--- src/rtl/asv_pkg.sv ---
// Package for the ASN.1 string type validator.
// Holds the character class codes, the queue word type and the character set checks.
// No dependencies.
package asv_pkg;

  localparam logic [2:0] CLS_NONE      = 3'd0;
  localparam logic [2:0] CLS_UTF8      = 3'd1;
  localparam logic [2:0] CLS_UCS4      = 3'd2;
  localparam logic [2:0] CLS_BMP       = 3'd3;
  localparam logic [2:0] CLS_NUMERIC   = 3'd4;
  localparam logic [2:0] CLS_PRINTABLE = 3'd5;
  localparam logic [2:0] CLS_IA5       = 3'd6;
  localparam logic [2:0] CLS_VISIBLE   = 3'd7;

  localparam logic [7:0] TAG_UTF8      = 8'd12;
  localparam logic [7:0] TAG_NUMERIC   = 8'd18;
  localparam logic [7:0] TAG_PRINTABLE = 8'd19;
  localparam logic [7:0] TAG_IA5       = 8'd22;
  localparam logic [7:0] TAG_VISIBLE   = 8'd26;
  localparam logic [7:0] TAG_UCS4      = 8'd28;
  localparam logic [7:0] TAG_BMP       = 8'd30;

  localparam logic [7:0] LEAD2_LO = 8'hC2;
  localparam logic [7:0] LEAD2_HI = 8'hDF;
  localparam logic [7:0] LEAD3_LO = 8'hE0;
  localparam logic [7:0] LEAD3_HI = 8'hEF;
  localparam logic [7:0] LEAD4_LO = 8'hF0;
  localparam logic [7:0] LEAD4_HI = 8'hF4;

  localparam logic [31:0] CODE_MAX    = 32'h0010_FFFF;
  localparam logic [31:0] SURR_LO     = 32'h0000_D800;
  localparam logic [31:0] SURR_HI     = 32'h0000_DFFF;

  typedef struct packed {
    logic [2:0] cls;
    logic [7:0] data_byte;
    logic       has_byte;
    logic       last;
  } asv_word_t;

  function automatic logic [2:0] classify(input logic [7:0] tag);
    logic [2:0] c;
    case (tag)
      TAG_UTF8:      c = CLS_UTF8;
      TAG_UCS4:      c = CLS_UCS4;
      TAG_BMP:       c = CLS_BMP;
      TAG_NUMERIC:   c = CLS_NUMERIC;
      TAG_PRINTABLE: c = CLS_PRINTABLE;
      TAG_IA5:       c = CLS_IA5;
      TAG_VISIBLE:   c = CLS_VISIBLE;
      default:       c = CLS_NONE;
    endcase
    return c;
  endfunction

  function automatic logic scalar_ok(input logic [31:0] c);
    return (c != 32'd0) && (c <= CODE_MAX) && !((c >= SURR_LO) && (c <= SURR_HI));
  endfunction

  function automatic logic [31:0] min_code(input logic [1:0] m);
    logic [31:0] v;
    case (m)
      2'd1:    v = 32'h0000_0080;
      2'd2:    v = 32'h0000_0800;
      2'd3:    v = 32'h0001_0000;
      default: v = 32'h0000_0000;
    endcase
    return v;
  endfunction

  function automatic logic printable_char(input logic [7:0] c);
    logic alnum;
    alnum = (c >= 8'h30 && c <= 8'h39) || (c >= 8'h41 && c <= 8'h5A) ||
            (c >= 8'h61 && c <= 8'h7A);
    return alnum || c == 8'h20 || c == 8'h27 || c == 8'h28 || c == 8'h29 ||
           c == 8'h2B || c == 8'h2C || c == 8'h2D || c == 8'h2E || c == 8'h2F ||
           c == 8'h3A || c == 8'h3D || c == 8'h3F;
  endfunction

endpackage

--- src/rtl/asv_in_if.sv ---
// Input channel of the ASN.1 string type validator: one string item per word.
// Depends on nothing.
interface asv_in_if;
  logic       valid;
  logic       ready;
  logic [7:0] data_byte;
  logic [7:0] string_tag;
  logic       has_byte;
  logic       last;

  modport source(output valid, data_byte, string_tag, has_byte, last, input ready);
  modport sink(input valid, data_byte, string_tag, has_byte, last, output ready);
endinterface

--- src/rtl/asv_out_if.sv ---
// Output channel of the ASN.1 string type validator: one verdict per string.
// Depends on nothing.
interface asv_out_if;
  logic valid;
  logic ready;
  logic valid_res;

  modport source(output valid, valid_res, input ready);
  modport sink(input valid, valid_res, output ready);
endinterface

--- src/rtl/asn1_string_type_validator_top.sv ---
// Top level of the ASN.1 string type validator: front end, word queue and decoder.
// Depends on asv_pkg, asv_in_if, asv_out_if, asv_front, asv_fifo and asv_back.
//
//   port    direction  word contents                                 handshake
//   in_ch   sink       data_byte, string_tag, has_byte, last         valid/ready
//   out_ch  source     valid_res, one per string                     valid/ready
//
// One word is taken per cycle while the queue is not full; a verdict is registered when the
// decoder takes the word ending its string from the queue.
// The decoder takes one queued word per cycle while the queue is not empty.
// The queue holds QUEUE_DEPTH words; the input stalls only when it is full.
// A waiting verdict stalls the decoder only at the next string end.
// Reset is synchronous and empties the queue and all decode state.
module asn1_string_type_validator_top
  import asv_pkg::*;
#(
  parameter int QUEUE_DEPTH = 4
) (
  input logic       clk,
  input logic       rst,
  asv_in_if.sink    in_ch,
  asv_out_if.source out_ch
);

  asv_word_t front_word;
  asv_word_t head_word;
  logic      push;
  logic      pop;
  logic      full;
  logic      empty;

  asv_front u_front (
    .clk   (clk),
    .rst   (rst),
    .in_ch (in_ch),
    .full  (full),
    .push  (push),
    .word  (front_word)
  );

  asv_fifo #(
    .DEPTH (QUEUE_DEPTH)
  ) u_fifo (
    .clk       (clk),
    .rst       (rst),
    .push      (push),
    .push_word (front_word),
    .pop       (pop),
    .head      (head_word),
    .full      (full),
    .empty     (empty)
  );

  asv_back u_back (
    .clk    (clk),
    .rst    (rst),
    .word   (head_word),
    .empty  (empty),
    .pop    (pop),
    .out_ch (out_ch)
  );

endmodule

--- src/rtl/asv_front.sv ---
// Front end: accepts input words, tracks string boundaries and tags each word with its class.
// Depends on asv_pkg and asv_in_if.
module asv_front
  import asv_pkg::*;
(
  input  logic      clk,
  input  logic      rst,
  asv_in_if.sink    in_ch,
  input  logic      full,
  output logic      push,
  output asv_word_t word
);

  logic       in_string;
  logic [2:0] tag_class;

  assign in_ch.ready    = !full;
  assign push           = in_ch.valid && !full;
  assign word.cls       = in_string ? tag_class : classify(in_ch.string_tag);
  assign word.data_byte = in_ch.data_byte;
  assign word.has_byte  = in_ch.has_byte;
  assign word.last      = in_ch.last;

  always_ff @(posedge clk) begin
    if (rst) begin
      in_string <= 1'b0;
      tag_class <= CLS_NONE;
    end else if (push) begin
      tag_class <= word.cls;
      in_string <= !in_ch.last;
    end
  end

endmodule

--- src/rtl/asv_fifo.sv ---
// Short queue of classified words between the front end and the decoder.
// Depends on asv_pkg.
module asv_fifo
  import asv_pkg::*;
#(
  parameter int DEPTH = 4
) (
  input  logic      clk,
  input  logic      rst,
  input  logic      push,
  input  asv_word_t push_word,
  input  logic      pop,
  output asv_word_t head,
  output logic      full,
  output logic      empty
);

  localparam int PW = (DEPTH > 1) ? $clog2(DEPTH) : 1;
  localparam int CW = $clog2(DEPTH + 1);
  localparam logic [PW-1:0] LAST_PTR = PW'(DEPTH - 1);
  localparam logic [CW-1:0] FULL_CNT = CW'(DEPTH);

  asv_word_t     mem [DEPTH];
  logic [PW-1:0] wr_ptr;
  logic [PW-1:0] rd_ptr;
  logic [CW-1:0] count;

  assign full  = (count == FULL_CNT);
  assign empty = (count == '0);
  assign head  = mem[rd_ptr];

  always_ff @(posedge clk) begin
    if (push) begin
      mem[wr_ptr] <= push_word;
    end
  end

  always_ff @(posedge clk) begin
    if (rst) begin
      wr_ptr <= '0;
      rd_ptr <= '0;
      count  <= '0;
    end else begin
      if (push) begin
        wr_ptr <= (wr_ptr == LAST_PTR) ? '0 : wr_ptr + 1'b1;
      end
      if (pop) begin
        rd_ptr <= (rd_ptr == LAST_PTR) ? '0 : rd_ptr + 1'b1;
      end
      if (push && !pop) begin
        count <= count + 1'b1;
      end else if (pop && !push) begin
        count <= count - 1'b1;
      end
    end
  end

endmodule

--- src/rtl/asv_back.sv ---
// Back end: decodes the queued words of a string and registers the verdict for the output.
// Depends on asv_pkg and asv_out_if.
module asv_back
  import asv_pkg::*;
(
  input  logic      clk,
  input  logic      rst,
  input  asv_word_t word,
  input  logic      empty,
  output logic      pop,
  asv_out_if.source out_ch
);

  logic [1:0]  pend;
  logic [31:0] acc;
  logic [1:0]  minc;
  logic [1:0]  gpos;
  logic        failed;
  logic        got;
  logic        out_valid;
  logic        out_res;

  logic [1:0]  pend_next;
  logic [31:0] acc_next;
  logic [1:0]  minc_next;
  logic [1:0]  gpos_next;
  logic        failed_next;
  logic        got_next;
  logic        verdict;
  logic [31:0] cont_code;
  logic [31:0] group_code;
  logic        group_done;
  logic [7:0]  b;

  assign out_ch.valid     = out_valid;
  assign out_ch.valid_res = out_res;
  assign pop = !empty && (!word.last || !out_valid || out_ch.ready);

  assign b          = word.data_byte;
  assign cont_code  = {acc[25:0], b[5:0]};
  assign group_code = {acc[23:0], b};
  assign group_done = (word.cls == CLS_UCS4) ? (gpos == 2'd3) : (gpos == 2'd1);

  always_comb begin
    pend_next   = pend;
    acc_next    = acc;
    minc_next   = minc;
    gpos_next   = gpos;
    failed_next = failed;
    got_next    = got;
    if (word.has_byte) begin
      got_next = 1'b1;
      if (!failed) begin
        case (word.cls)
          CLS_UTF8: begin
            if (pend == 2'd0) begin
              if (b < 8'h80) begin
                failed_next = (b == 8'h00);
              end else if (b >= LEAD2_LO && b <= LEAD2_HI) begin
                pend_next = 2'd1;
                minc_next = 2'd1;
                acc_next  = {27'd0, b[4:0]};
              end else if (b >= LEAD3_LO && b <= LEAD3_HI) begin
                pend_next = 2'd2;
                minc_next = 2'd2;
                acc_next  = {28'd0, b[3:0]};
              end else if (b >= LEAD4_LO && b <= LEAD4_HI) begin
                pend_next = 2'd3;
                minc_next = 2'd3;
                acc_next  = {29'd0, b[2:0]};
              end else begin
                failed_next = 1'b1;
              end
            end else if (b[7:6] != 2'b10) begin
              failed_next = 1'b1;
            end else begin
              pend_next = pend - 2'd1;
              if (pend == 2'd1) begin
                failed_next = (cont_code < min_code(minc)) || !scalar_ok(cont_code);
                acc_next    = '0;
                minc_next   = 2'd0;
              end else begin
                acc_next = cont_code;
              end
            end
          end
          CLS_UCS4, CLS_BMP: begin
            if (group_done) begin
              failed_next = !scalar_ok(group_code);
              acc_next    = '0;
              gpos_next   = 2'd0;
            end else begin
              acc_next  = group_code;
              gpos_next = gpos + 2'd1;
            end
          end
          CLS_NUMERIC: begin
            failed_next = !((b >= 8'h30 && b <= 8'h39) || b == 8'h20);
          end
          CLS_PRINTABLE: begin
            failed_next = !printable_char(b);
          end
          CLS_IA5: begin
            failed_next = (b == 8'h00) || (b > 8'h7F);
          end
          CLS_VISIBLE: begin
            failed_next = (b < 8'h20) || (b > 8'h7E);
          end
          default: begin
            failed_next = 1'b1;
          end
        endcase
      end
    end
    verdict = !failed_next && got_next && (word.cls != CLS_NONE) &&
              (pend_next == 2'd0) && (gpos_next == 2'd0);
  end

  always_ff @(posedge clk) begin
    if (rst) begin
      pend      <= 2'd0;
      acc       <= '0;
      minc      <= 2'd0;
      gpos      <= 2'd0;
      failed    <= 1'b0;
      got       <= 1'b0;
      out_valid <= 1'b0;
    end else begin
      if (pop && word.last) begin
        out_valid <= 1'b1;
      end else if (out_ch.ready) begin
        out_valid <= 1'b0;
      end
      if (pop) begin
        if (word.last) begin
          pend   <= 2'd0;
          acc    <= '0;
          minc   <= 2'd0;
          gpos   <= 2'd0;
          failed <= 1'b0;
          got    <= 1'b0;
        end else begin
          pend   <= pend_next;
          acc    <= acc_next;
          minc   <= minc_next;
          gpos   <= gpos_next;
          failed <= failed_next;
          got    <= got_next;
        end
      end
    end
  end

  always_ff @(posedge clk) begin
    if (pop && word.last) begin
      out_res <= verdict;
    end
  end

endmodule

--- src/flat_wrapper.sv ---
// flat-port wrapper written by rule: the top's interface ports become plain ports
module asn1_string_type_validator_top_flat import asv_pkg::*;
#(
  parameter int QUEUE_DEPTH = 4
)
  (clk, rst, in_ch_valid, in_ch_data_byte, in_ch_string_tag, in_ch_has_byte, in_ch_last, in_ch_ready, out_ch_valid, out_ch_valid_res, out_ch_ready);
  asv_in_if in_ch_i ();
  asv_out_if out_ch_i ();
  input logic clk;
  input logic rst;
  input wire logic [$bits(in_ch_i.valid)-1:0] in_ch_valid;
  input wire logic [$bits(in_ch_i.data_byte)-1:0] in_ch_data_byte;
  input wire logic [$bits(in_ch_i.string_tag)-1:0] in_ch_string_tag;
  input wire logic [$bits(in_ch_i.has_byte)-1:0] in_ch_has_byte;
  input wire logic [$bits(in_ch_i.last)-1:0] in_ch_last;
  output wire logic [$bits(in_ch_i.ready)-1:0] in_ch_ready;
  output wire logic [$bits(out_ch_i.valid)-1:0] out_ch_valid;
  output wire logic [$bits(out_ch_i.valid_res)-1:0] out_ch_valid_res;
  input wire logic [$bits(out_ch_i.ready)-1:0] out_ch_ready;
  assign in_ch_i.valid = in_ch_valid;
  assign in_ch_i.data_byte = in_ch_data_byte;
  assign in_ch_i.string_tag = in_ch_string_tag;
  assign in_ch_i.has_byte = in_ch_has_byte;
  assign in_ch_i.last = in_ch_last;
  assign in_ch_ready = in_ch_i.ready;
  assign out_ch_valid = out_ch_i.valid;
  assign out_ch_valid_res = out_ch_i.valid_res;
  assign out_ch_i.ready = out_ch_ready;
  asn1_string_type_validator_top #(.QUEUE_DEPTH(QUEUE_DEPTH)) u_core (.clk(clk), .rst(rst), .in_ch(in_ch_i), .out_ch(out_ch_i));
endmodule
--- config.mk ---
export PLATFORM = sky130hd
export DESIGN_NAME = asn1_string_type_validator_top_flat
export DESIGN_NICKNAME = d
export VERILOG_FILES = /design/src/rtl/asv_pkg.sv /design/src/rtl/asv_in_if.sv /design/src/rtl/asv_out_if.sv /design/src/rtl/asn1_string_type_validator_top.sv /design/src/rtl/asv_front.sv /design/src/rtl/asv_fifo.sv /design/src/rtl/asv_back.sv /design/src/flat_wrapper.sv
export SDC_FILE = /design/constraint.sdc
export NUM_CORES = 1
export LEC_CHECK = 0
export ABC_AREA = 1
export BUFFER_PORTS_ARGS = -buffer_cell sky130_fd_sc_hd__buf_2
export CORE_ASPECT_RATIO = 0.5
export CORE_MARGIN = 3
export CORE_UTILIZATION = 43
export CTS_CLUSTER_DIAMETER = 120
export CTS_CLUSTER_SIZE = 24
export DETAILED_ROUTE_END_ITERATION = 6
export GPL_TIMING_DRIVEN = 0
export SLEW_MARGIN = 20
export SYNTH_ARGS = -nofsm -noshare
export SYNTH_HDL_FRONTEND = slang
export SYNTH_HIERARCHICAL = 1
export SYNTH_SLANG_ARGS = --single-unit
--- constraint.sdc ---
create_clock -name clk -period 4.65 [get_ports clk]
set_input_delay 0.6975 -clock clk [delete_from_list [all_inputs] [get_ports clk]]
set_output_delay 0.6975 -clock clk [all_outputs]
set_load 0.02 [all_outputs]
# Yosys cells after proc, flatten, opt, wreduce, memory -nomap -nowiden
# Memory sizes are Yosys's and may differ from the RTL's. A register that Yosys moved wholly into a read port is not among the register bits.
# Index checks and enable logic that the tools add are counted.
dict set report op_classes {
  n_addsub 6
  multipliers 0
  div_mod_pow 0
  order_cmp 23
  n_eq_ne 43
  shifts 0
  muxes 72
  bitwise 0
  n_reduce_logical 72
}
# operator count
set ops {}
lappend ops {{2-to-1 mux 26 bit} 11}
lappend ops {{2-to-1 mux 32 bit} 6}
lappend ops {{== test 8 x 6 -> 1 bit (second input constant)} 12}
lappend ops {{greater-or-equal comparator 32 x 16 -> 1 bit (second input constant)} 2}
lappend ops {{less-or-equal comparator 32 x 16 -> 1 bit (second input constant)} 2}
lappend ops {{less-or-equal comparator 32 x 21 -> 1 bit (second input constant)} 2}
lappend ops {{nonzero test 32 bit} 2}
lappend ops {{2-to-1 mux 2 bit} 30}
lappend ops {{one-hot mux 26 bit (2 select lines)} 1}
lappend ops {{one-hot mux 17 bit (3 select lines)} 1}
lappend ops {{== test 8 x 5 -> 1 bit (second input constant)} 6}
lappend ops {{< comparator 32 bit} 1}
lappend ops {{greater-or-equal comparator 8 bit (second input constant)} 3}
lappend ops {{less-or-equal comparator 8 bit (second input constant)} 3}
lappend ops {{logical AND 1 bit} 21}
lappend ops {{one-hot mux 3 bit (7 select lines)} 1}
lappend ops {{logical OR 1 bit} 20}
lappend ops {{2-to-1 mux 1 bit} 18}
lappend ops {{greater-or-equal comparator 8 x 7 -> 1 bit (second input constant)} 2}
lappend ops {{greater-than comparator 8 x 7 -> 1 bit (second input constant)} 2}
lappend ops {{less-or-equal comparator 8 x 7 -> 1 bit (second input constant)} 2}
lappend ops {{== test 3 bit (second input constant)} 5}
lappend ops {{zero test 1 bit} 14}
lappend ops {{== test 2 bit (second input constant)} 5}
lappend ops {{other kinds (27)} 44}
dict set report word_totals {
  regBits 47
  latchBits 0
  ramBits 52
  rom_bits 0
  input_bits 22
  out_inout_bits 3
  wordCells 230
  mem_count 1
}
# name depth word_bits rd rd_clocked_by_memory_dff wr line_no
set mem_list {}
lappend mem_list {u_core.u_fifo.mem 4 13 1 1 1 asv_fifo.sv:23} ;# asv_word_t mem [DEPTH];

# Longest topological paths before layout
dict set report logic_depth {
  word_depth 25
  mapped_depth 20
  ltp_nobuf 18
}

# By module
# Netlist, hierarchy kept.
# module instances cells_per_inst area_per_inst_um2 seq_area_each_um2
set by_module_without_submodules {}
lappend by_module_without_submodules {asv_back 1 430 2681.3 730.7}
lappend by_module_without_submodules {asv_fifo 1 185 2433.6 1741.7}
lappend by_module_without_submodules {asv_front 1 65 384.1 80.1}

# Worst setup path before layout
# No wires, ideal clock.
dict set report synth_path {
  kind {register to register}
  start {register (tool-made name)}
  end {register u_core.u_fifo.count[1]}
  setup_ns 0.116
  arrival_ns 2.074
  required_ns 4.534
  setup_slack_ns 2.460
  path_stages_with_launch 14
  path_buffers 3
  period_less_slack_ns 2.190
  cell_sequence {dfxtp_1 -> buf_6 -> inv_8 -> buf_12 -> o21ai_1 -> o22ai_1 -> buf_6 -> a21oi_4 -> inv_1 -> ha_1 -> inv_1 -> fa_1 -> o21ai_0 -> nor2_1}
}
# element line_no
set synth_lines {}
lappend synth_lines {{end signal: assignment} asv_fifo.sv:51} ;# count <= count + 1'b1;
lappend synth_lines {{end signal: assignment} asv_fifo.sv:53} ;# count <= count - 1'b1;
lappend synth_lines {{end: declaration} asv_fifo.sv:26} ;# logic [CW-1:0] count;

==> out/qor_table.md <==
| Item | This run | Unit |
| --- | --- | --- |
| Result of the run | completed | - |
| Max Cap Violations | 0 | - |
| Distinct cell type count after synthesis | 42 | - |
| Number of antenna-violating nets in the routed design | 0 | - |
| Clock Skew | 14.6 | ps |
| Detailed-route wire length on metal 1 | 6530 | um |
| Final HPWL from detailed placement | 9430 | um |
| Register-to-Register Path Depth | 16 | - |
| Achievable frequency | 0.346 | GHz |
| Final setup violation count | 0 | - |
| Avg Vias per Cell | 5.31 | - |
| Total of cells resized after clock tree synthesis | 0 | - |
| Worst Setup Slack, final | 1760 | ps |
| Total track usage | 19.0 | % |
| Maximum ir drop on the vdd rail | 0.000321 | V |
| Final-report max-slew violation count | 0 | - |
| Die span in y | 86.0 | um |
| Unrepaired setup endpoints after global routing | false | - |
| DR top layer | met4 | - |
| Count of endpoints failing hold in the final timing report | 0 | - |
| Final worst path period share | 62.2 | % |
| Global-route wire length before repair | 21,900 | um |
| Final critical delay including setup and external delays | 2890 | ps |
| Die area | 14,300 | um^2 |
| Commonest cells after routing, fill and taps aside | nor2_1 (114), nand2_1 (103), inv_1 (70) | - |
| CTS tree | done | - |
| Clock edge transition at the registers on the reported setup and hold paths | 70 | ps |
| Pin count of the biggest net entering global routing | 22 | - |
| CTS root buf | clkbuf_16 | - |
| Leading post-synthesis cells by cell area | edfxtp_1 (29%), dfxtp_1 (17%), nor2_1 (7.8%) | - |
| Worst Setup Path Type | reg -> reg | - |
| Num ports | 25 | - |
| Filler Cell Count | 1,154 | - |
| Warning count from the yosys run | 6 | - |
| CP Data Required Time | 4880 | ps |
| Residual DRC count | 0 | - |
| Mapped Area | 5500 | um^2 |
| P&R area growth vs syn | 10.7 | % |
| Final standard cell utilization of the core | 50.1 | % |
| FF-to-FF End | u_core/u_back/acc[21]$_SDFFE_PP0P_ | - |
| Sequential area share after synthesis | 46.4 | % |
| Non-filler cells, final | 876 | - |
| Residual overflow from global routing | 0 | - |
| Area share of the largest cell type after synthesis | 28.9 | % |
| Final Power | 4.34 | mW |
| Worst-skew pair later-pin latency | 350 | ps |
| Detailed Routing Iterations Pass 1 | 5 | - |
| Most frequent standard cell in the layout excluding fill and tap cells | nor2_1 | - |
| Wire length after detailed routing | 13,200 | um |
| Worst min-delay path startpoint | u_core/u_back/minc[1]$_SDFFE_PP0P_ | - |
| Routed via count | 4,651 | - |
| Sinks on the clock net | 101 | - |
| Number of synthesized register bits | 101 | - |
| Initial cell density of the core | 45.2 | % |
| Antenna diodes | 0 | - |
| Leakage power summed over all cells | 2.51 | nW |
| Std cell rows | 28 | - |
| Setup slack of the most critical reg-to-reg path | 1760 | ps |
| Data arrival time of the critical path | 3120 | ps |
| Core region area | 12,200 | um^2 |
| Chain of cells forming the critical path | inv_2 -> buf_2 -> o21ai_0 -> o22ai_1 -> inv_2 -> nor2_2 -> nand2_1 -> nand2_2 -> inv_2 -> nand2_2 -> nand2_1 -> nand2_2 -> nand2_4 -> inv_4 -> buf_2 -> a21oi_1 | - |
| End point of the worst hold path | u_core/u_back/minc[1]$_SDFFE_PP0P_ | - |
| Layout Nets | 739 | - |
| Horizontal die dimension | 166 | um |
| Crit path max-delay cell type | o22ai_1 | - |
| Total number of H-tree levels | 3 | - |
| Critical Path Max Stage Delay | 530 | ps |
| Relative slew slack | 48.3 | % |
| CTS Hold Bufs | 0 | - |
| Synth Instances | 680 | - |
| Number of violations reported at the end of detailed-routing iteration 0 | 344 | - |
| Setup TNS Final | 0 | ps |
| Endpoint type of the worst setup path | flip-flop | - |
| Worst-path maximum fanout | 10 | - |
| Total clock buffers created by CTS | 9 | - |
| Cells on Worst Hold Path | 2 | - |
| DR WL met3 | 804 | um |
| Total power density per cell area | 712 | nW/um^2 |
| Post-place setup slack | 1840 | ps |
| Wire length per cell after detailed routing | 15.1 | um |
| Maximum count of clock buffers along a single path | 2 | - |
| Post-CTS setup repair buffer count | 0 | - |
| Length of routed met2 wiring | 5820 | um |
| Syn Nets | 713 | - |
| Fraction of final layout cells with drive strength greater than 1 | 14.5 | % |
| Hold crit path type | reg -> reg | - |
| Input/output buffers | 15 | - |
| Cell taking the most area after synthesis | edfxtp_1 | - |
| Kind of start point of the critical path | flip-flop | - |
| Weighted congestion reported at the end of routability-driven placement | 0.896 | - |
| Vias in the first global route | 4,303 | - |
| Count of placed standard cells including taps | 860 | - |
| Mapped Avg Cell Area | 8.09 | um^2 |
| Slew at the pin closest to its max-slew limit | 775 | ps |
| Initial antenna violation count | 0 | - |
-- how the worst max path moves through the flow --
stage / cells past startpoint / startpoint / slack (ps) / end
after floorplan: 13 / flip-flop / 2460 / u_core/u_fifo/count[1]$_SDFFE_PP0P_
after global placement: 15 / flip-flop / 1860 / u_core/u_back/acc[21]$_SDFFE_PP0P_
after global routing: 15 / flip-flop / 1490 / u_core/u_back/acc[21]$_SDFFE_PP0P_
after detailed placement: 16 / flip-flop / 1840 / u_core/u_back/acc[21]$_SDFFE_PP0P_
after CTS: 16 / flip-flop / 1830 / u_core/u_back/acc[21]$_SDFFE_PP0P_
final: 16 / flip-flop / 1760 / u_core/u_back/acc[21]$_SDFFE_PP0P_
-- layout make-up --
class | instances | area, um^2 | share of cell area [%]
Sequential cell | 101 | 2550 | 41.9
Multi-Input combinational cell | 463 | 2370 | 39.0
Inverter | 83 | 322 | 5.28
Buffer | 33 | 251 | 4.13
Clock buffer | 9 | 225 | 3.70
Tap cell | 165 | 206 | 3.39
Clock inverter | 7 | 81.3 | 1.34
Timing Repair Buffer | 15 | 75.1 | 1.23
-- registers in the layout, summed over array words and instances, names as in the netlist, 2 cells and up, named ones only --
| register | flops |
|---|---|
| u_core/u_fifo/mem | 52 |
| u_core/u_fifo/count | 3 |
| u_core/u_back/acc | 26 |
| u_core/u_front/tag_class | 3 |
| u_core/u_fifo/rd_ptr | 2 |
| u_core/u_back/minc | 2 |
| u_core/u_fifo/wr_ptr | 2 |
| u_core/u_back/gpos | 2 |
| u_core/u_back/pend | 2 |
-- metal layers --
layer / GRT usage [%] / vias up
met3: 4.01 / 9
met1: 26.8 / 2169
met4: 3.40 / 0
met5: 0 / -
met2: 30.7 / 137
li1: - / 2336
-- logic make-up (layout without fill, tap and decap cells) --
| family | count (synthesis) | in the layout | synth area share (%) |
|---|---|---|---|
| and+or+nand+nor | 293 | 293 | 22.8 |
| AOI/OAI and AO/OA | 157 | 157 | 17.4 |
| buffers and inverters | 116 | 147 | 10.4 |
| DFF | 101 | 101 | 46.4 |
| adders and majority gates | 11 | 11 | 2.64 |
| xor gates and xnor gates | 2 | 2 | 0.319 |
-- cells in the mapped netlist (all sizes together) --
cell type	number
inv	83
o21ai	70
fa	1
or2	2
a31oi	4
nor3	9
a21oi	42
nand4	13
dfxtp	48
and2	1
nand3	36
clkbuf	6
xor2	2
buf	27
o211ai	4
o22ai	14
ha	10
a31o	1
a211oi	22
nor2	121
nand2	111
edfxtp	53
-- metrics by stage --
step,area (um^2),hold slack [ps]
after floorplan,5500,440
after global placement,5780,477
after detailed placement,5780,475
after CTS,6090,487
after global routing,6090,518
final,6090,481
-- critical path: cells and delay by family, from the launching register on --
family,cells,cell delay (ps)
DFF,1,360
buffers and inverters,6,890
AOI/OAI and AO/OA,3,780
and+or+nand+nor,7,730
-- where the power goes --
part | internal [mW] | switching, mW | total, mW
Sequential | 1.13 | 0.116 | 1.24
Clock | 0.385 | 0.381 | 0.766
Combinational | 0.767 | 1.56 | 2.33
Total | 2.28 | 2.06 | 4.34
(Power assumes the default switching activity.)
